### src/hw/rtl/kmdb_pkg.sv
// ============================================================================
// kmdb_pkg
// types and constants shared by the knight move distance search block
// ============================================================================
`default_nettype none

package kmdb_pkg;

    localparam int COORD_IN_W = 8;
    localparam int SIDE_W     = 9;
    localparam int DIST_W     = 8;
    localparam int MOVES      = 8;
    localparam int MOVE_W     = 3;

    localparam logic [SIDE_W-1:0] SIDE_RESET = 9'd8;

    // knight steps in (row, col)
    localparam logic signed [2:0] KNIGHT_ROW [MOVES] = '{
        3'sd1, 3'sd2, 3'sd2, 3'sd1, -3'sd1, -3'sd2, -3'sd2, -3'sd1
    };
    localparam logic signed [2:0] KNIGHT_COL [MOVES] = '{
        3'sd2, 3'sd1, -3'sd1, -3'sd2, -3'sd2, -3'sd1, 3'sd1, 3'sd2
    };

    typedef struct packed {
        logic [COORD_IN_W-1:0] start_row;
        logic [COORD_IN_W-1:0] start_col;
        logic [COORD_IN_W-1:0] target_row;
        logic [COORD_IN_W-1:0] target_col;
    } t_in;

    typedef struct packed {
        logic [DIST_W-1:0] move_count;
        logic              reachable;
    } t_out;

    // controller to datapath
    typedef struct packed {
        logic capture;
        logic clr_start;
        logic clear;
        logic seed;
        logic fetch;
        logic load;
        logic issue;
        logic test;
        logic res_zero;
        logic res_reach;
        logic emit;
    } t_cmd;

    // datapath to controller
    typedef struct packed {
        logic off_board;
        logic same_square;
        logic clear_last;
        logic fifo_empty;
        logic move_last;
        logic hit;
        logic out_free;
    } t_status;

endpackage

`default_nettype wire

### src/hw/rtl/kmdb_ctrl.sv
// ============================================================================
// kmdb_ctrl
// sequencer for one search: check, clear, seed, dequeue and expand squares
// ============================================================================
`default_nettype none

module kmdb_ctrl (
    input  wire logic              i_clk,
    input  wire logic              i_rst_n,
    input  wire logic              i_in_valid,
    output logic                   o_in_stall,
    input  wire kmdb_pkg::t_status i_status,
    output kmdb_pkg::t_cmd         o_cmd
);

    typedef enum logic [8:0] {
        S_IDLE   = 9'b000000001,
        S_CHECK  = 9'b000000010,
        S_CLEAR  = 9'b000000100,
        S_SEED   = 9'b000001000,
        S_FETCH  = 9'b000010000,
        S_LOAD   = 9'b000100000,
        S_MOVE   = 9'b001000000,
        S_DRAIN  = 9'b010000000,
        S_FINISH = 9'b100000000
    } t_state;

    t_state r_state;
    t_state n_state;

    always_comb begin
        o_cmd   = '0;
        n_state = r_state;
        case (r_state)
            S_IDLE: begin
                if (i_in_valid) begin
                    o_cmd.capture = 1'b1;
                    n_state       = S_CHECK;
                end
            end
            S_CHECK: begin
                if (i_status.off_board) begin
                    o_cmd.res_zero = 1'b1;
                    n_state        = S_FINISH;
                end else if (i_status.same_square) begin
                    o_cmd.res_zero  = 1'b1;
                    o_cmd.res_reach = 1'b1;
                    n_state         = S_FINISH;
                end else begin
                    o_cmd.clr_start = 1'b1;
                    n_state         = S_CLEAR;
                end
            end
            S_CLEAR: begin
                o_cmd.clear = 1'b1;
                if (i_status.clear_last) begin
                    n_state = S_SEED;
                end
            end
            S_SEED: begin
                o_cmd.seed = 1'b1;
                n_state    = S_FETCH;
            end
            S_FETCH: begin
                if (i_status.fifo_empty) begin
                    o_cmd.res_zero = 1'b1;
                    n_state        = S_FINISH;
                end else begin
                    o_cmd.fetch = 1'b1;
                    n_state     = S_LOAD;
                end
            end
            S_LOAD: begin
                o_cmd.load = 1'b1;
                n_state    = S_MOVE;
            end
            S_MOVE: begin
                o_cmd.issue = 1'b1;
                o_cmd.test  = 1'b1;
                if (i_status.hit) begin
                    n_state = S_FINISH;
                end else if (i_status.move_last) begin
                    n_state = S_DRAIN;
                end
            end
            S_DRAIN: begin
                o_cmd.test = 1'b1;
                if (i_status.hit) begin
                    n_state = S_FINISH;
                end else begin
                    n_state = S_FETCH;
                end
            end
            S_FINISH: begin
                if (i_status.out_free) begin
                    o_cmd.emit = 1'b1;
                    n_state    = S_IDLE;
                end
            end
            default: begin
                n_state = S_IDLE;
            end
        endcase
    end

    always_ff @(posedge i_clk) begin
        if (!i_rst_n) begin
            r_state <= S_IDLE;
        end else begin
            r_state <= n_state;
        end
    end

    assign o_in_stall = (r_state != S_IDLE);

endmodule

`default_nettype wire

### config.mk
export PLATFORM = sky130hd
export DESIGN_NAME = kmdb_ctrl
export DESIGN_NICKNAME = d
export VERILOG_FILES = /design/src/hw/rtl/kmdb_pkg.sv /design/src/hw/rtl/kmdb_ctrl.sv
export SDC_FILE = /design/constraint.sdc
export NUM_CORES = 1
export LEC_CHECK = 0
export ABC_AREA = 0
export BUFFER_PORTS_ARGS = -buffer_cell sky130_fd_sc_hd__buf_2
export CAP_MARGIN = 15
export CORE_UTILIZATION = 48
export DETAILED_ROUTE_END_ITERATION = 8
export GPL_TIMING_DRIVEN = 0
export HOLD_SLACK_MARGIN = 0.06
export PLACE_DENSITY = 0.86
export SLEW_MARGIN = 20
export SYNTH_ARGS = -nofsm -noshare
export SYNTH_HDL_FRONTEND = slang
export SYNTH_SLANG_ARGS = --single-unit
### constraint.sdc
create_clock -name i_clk -period 2.3 [get_ports i_clk]
set_clock_uncertainty 0.05 [all_clocks]
set_input_delay 0.115 -clock i_clk [delete_from_list [all_inputs] [get_ports i_clk]]
set_output_delay 0.115 -clock i_clk [all_outputs]
set_load 0.03 [all_outputs]
==> out/metrics.cfg <==
[outcome]
status=complete, no violations

[power]
clock_power_share_pct=30.2
p_sw_mw=0.130
seqPwrFrac_pct=40.4
p_comb_share_pct=29.4
ir_drop_mv=0.397
p_per_area_nw_per_um2=469
p_int_mw=0.284
p_sw_share_pct=31.5
p_leak_nw=0.433
power.total_mw=0.414

[routing]
via_per_inst=5.69
drc_errors=0
drtIter0Drc=17
firstDrtPassIters=4
wl_per_cell_um=12.0
ant_nets=0
wl_um=1640
vias=774

[die]
io_pins=22
fp.dieW_um=40.0
start_util_pct=52.5
core_um2=1320
design.die.area_um2=1600
rows=13
die_y_um=40.0

[finish]
fin_cells=136
layout.nets=132
top_regs=r_state: 9 flops
diodes=0
regMostFlops=r_state
drive_gt1_share_pct=26.4
final_area_um2=882
syn_to_final_growth_pct=27.5
largest_reg_flops=9

[global_route]
grt_max_degree=11
grt-ovfl-total=0
grt_pass1_vias=628
met3_usage_pct=5.00
grt_usage_pct=24.0
grt_most_used_layer=met2
grt_pass1_wl_um=2530
use_met2_pct=39.9
antenna_found_initial=0
gr-usage-met1_pct=28.6

[sta]
period_needed_ns=2.06
slew_violations=0
fin_crit_sh_pct=89.4
worst_pin_slew_ns=0.506
relSlewSlack_pct=66.0
tns_ns=0
rsz0062_at_grt=false
layout_setup_ws_ns=0.244
max_freq_ghz=0.486
finalHoldViolCount=0
finalSetupViolCount=0

[place]
port_buffers=21
routabilityCongestion=0.823
dp_slack_ns=0.550
dp_hpwl_um=1230
numPlacedInstances=128
placed_area_um2=816

[synthesis]
yosysTopAreaCell=dfxtp_1
synth_common_cells=dfxtp_1 (9), inv_1 (8), nor3_1 (8)
ys.flop_type=dfxtp_1
synthMostInstantiatedCell=dfxtp_1
seq_area_frac_synth_pct=26.0
synth_seq_cells=9
syn_avg_cell_area_um2=7.52
yosysUniqueCellTypes=39
syn_inst=92
synth_area_leaders=dfxtp_1 (26%), nor3_1 (5.8%), inv_1 (4.3%)
synth.net_count=102
netlist.area_leader.share_pct=26.0
async_flop_share_pct=0
synth-edff-count=0
yosysWarnings=0
syn_area_um2=692

[worst_hold_path]
hold_path_class=primary input to register

[critical_path]
ff2ff_path_depth=5
rrSetupSlack_ns=0.55
cp.required_ns=2.13
cp.arrival_ns=1.89
r2r-start=r_state[4]
worstSetupStartpoint=r_state[6]
critPathCapture=o_cmd[7]
startpoint_type=register
r2r-end=r_state[0]
path_max_fanout=8
path_class=register to output pin
crit_path_end_kind=output pin

[clock_network]
cts_max_path_buffers=2
clkTransAtPathRegs_ns=0.06
cts_sinks=9
clockRootBuffer=clkbuf_4
cts_tree=built
postCtsSetupBuffers=0
clock_latency_ns=0.26
cts_hold_buf=4
ctsResizeCount=0
cts_buffers=3
htree_num_levels=1

[job]
drv_cap=0

## worst max-delay path, cell delays in order (launching register included)
cell and delay [ns]:
dfxtp_1 0.38, nor4_2 0.53, nand2_1 0.14, nor3b_1 0.32
buf_2 0.26
## stage by stage
step | hold slack, ns | util, %
6_report | 0.0718 | 67.0
5_1_grt | 0.0906 | 67.0
4_1_cts | 0.0670 | 67.0
3_5_place_dp | 0.273 | 61.9
3_3_place_gp | 0.261 | 61.9
2_1_floorplan | 0.142 | -
## kinds of logic after synthesis
logic type      count (synthesis)  synth area share [%]
buf+inv                        14                  9.94
xor+xnor                        2                  2.53
simple gates                   54                  48.1
compound gates                 13                  13.4
flops                           9                  26.0
## routing by layer
metal	up-vias	part of all wire, %	wire length [um]
met3	5	4.4	72
li1	391	-	-
met2	23	47	768
met5	-	0	0
met1	355	47	767
met4	0	1.7	28
## layout make-up
class,count,area [um2]
multi-input cells,69,443
fillers,123,435
flip-flops and latches,9,180
repair buffers,25,145
plain buffers,5,35.0
inverters,9,33.8
clock buffers,4,26.3
well taps,15,18.8
## worst min-delay path by stage
stage / from / endpoint / slack (ns) / cells past startpoint
detailed placement: i_status[3] / r_state[5] / 0.27 / 2
floorplan: i_status[1] / r_state[7] / 0.14 / 1
global route: i_in_valid / r_state[1] / 0.09 / 3
CTS: i_in_valid / r_state[1] / 0.07 / 3
finish: i_in_valid / r_state[1] / 0.07 / 3
global placement: i_status[3] / r_state[5] / 0.26 / 2
## power groups by stage
stage	registers (mW)	logic (mW)	clock network, mW
6_report	0.167	0.121	0.125
5_1_grt	0.167	0.132	0.135
4_1_cts	0.167	0.121	0.125
3_5_place_dp	0.171	0.116	0
3_3_place_gp	0.170	0.114	0
2_1_floorplan	0.169	0.0875	0
## layout by cell type (no fill, tap or decap), types with 3 or more instances in the layout
cell type,count
clkbuf_4,3
nor4b_1,3
nand2b_1,4
a21oi_1,3
buf_2,22
nor2_1,7
nor4_1,4
clkbuf_1,3
dlygate4sd3_1,4
nor3_1,8
inv_1,8
dfxtp_1,9
nor3b_1,4
or3_1,3
nand2_1,5
Note: power is estimated with default switching activity, not from simulation.
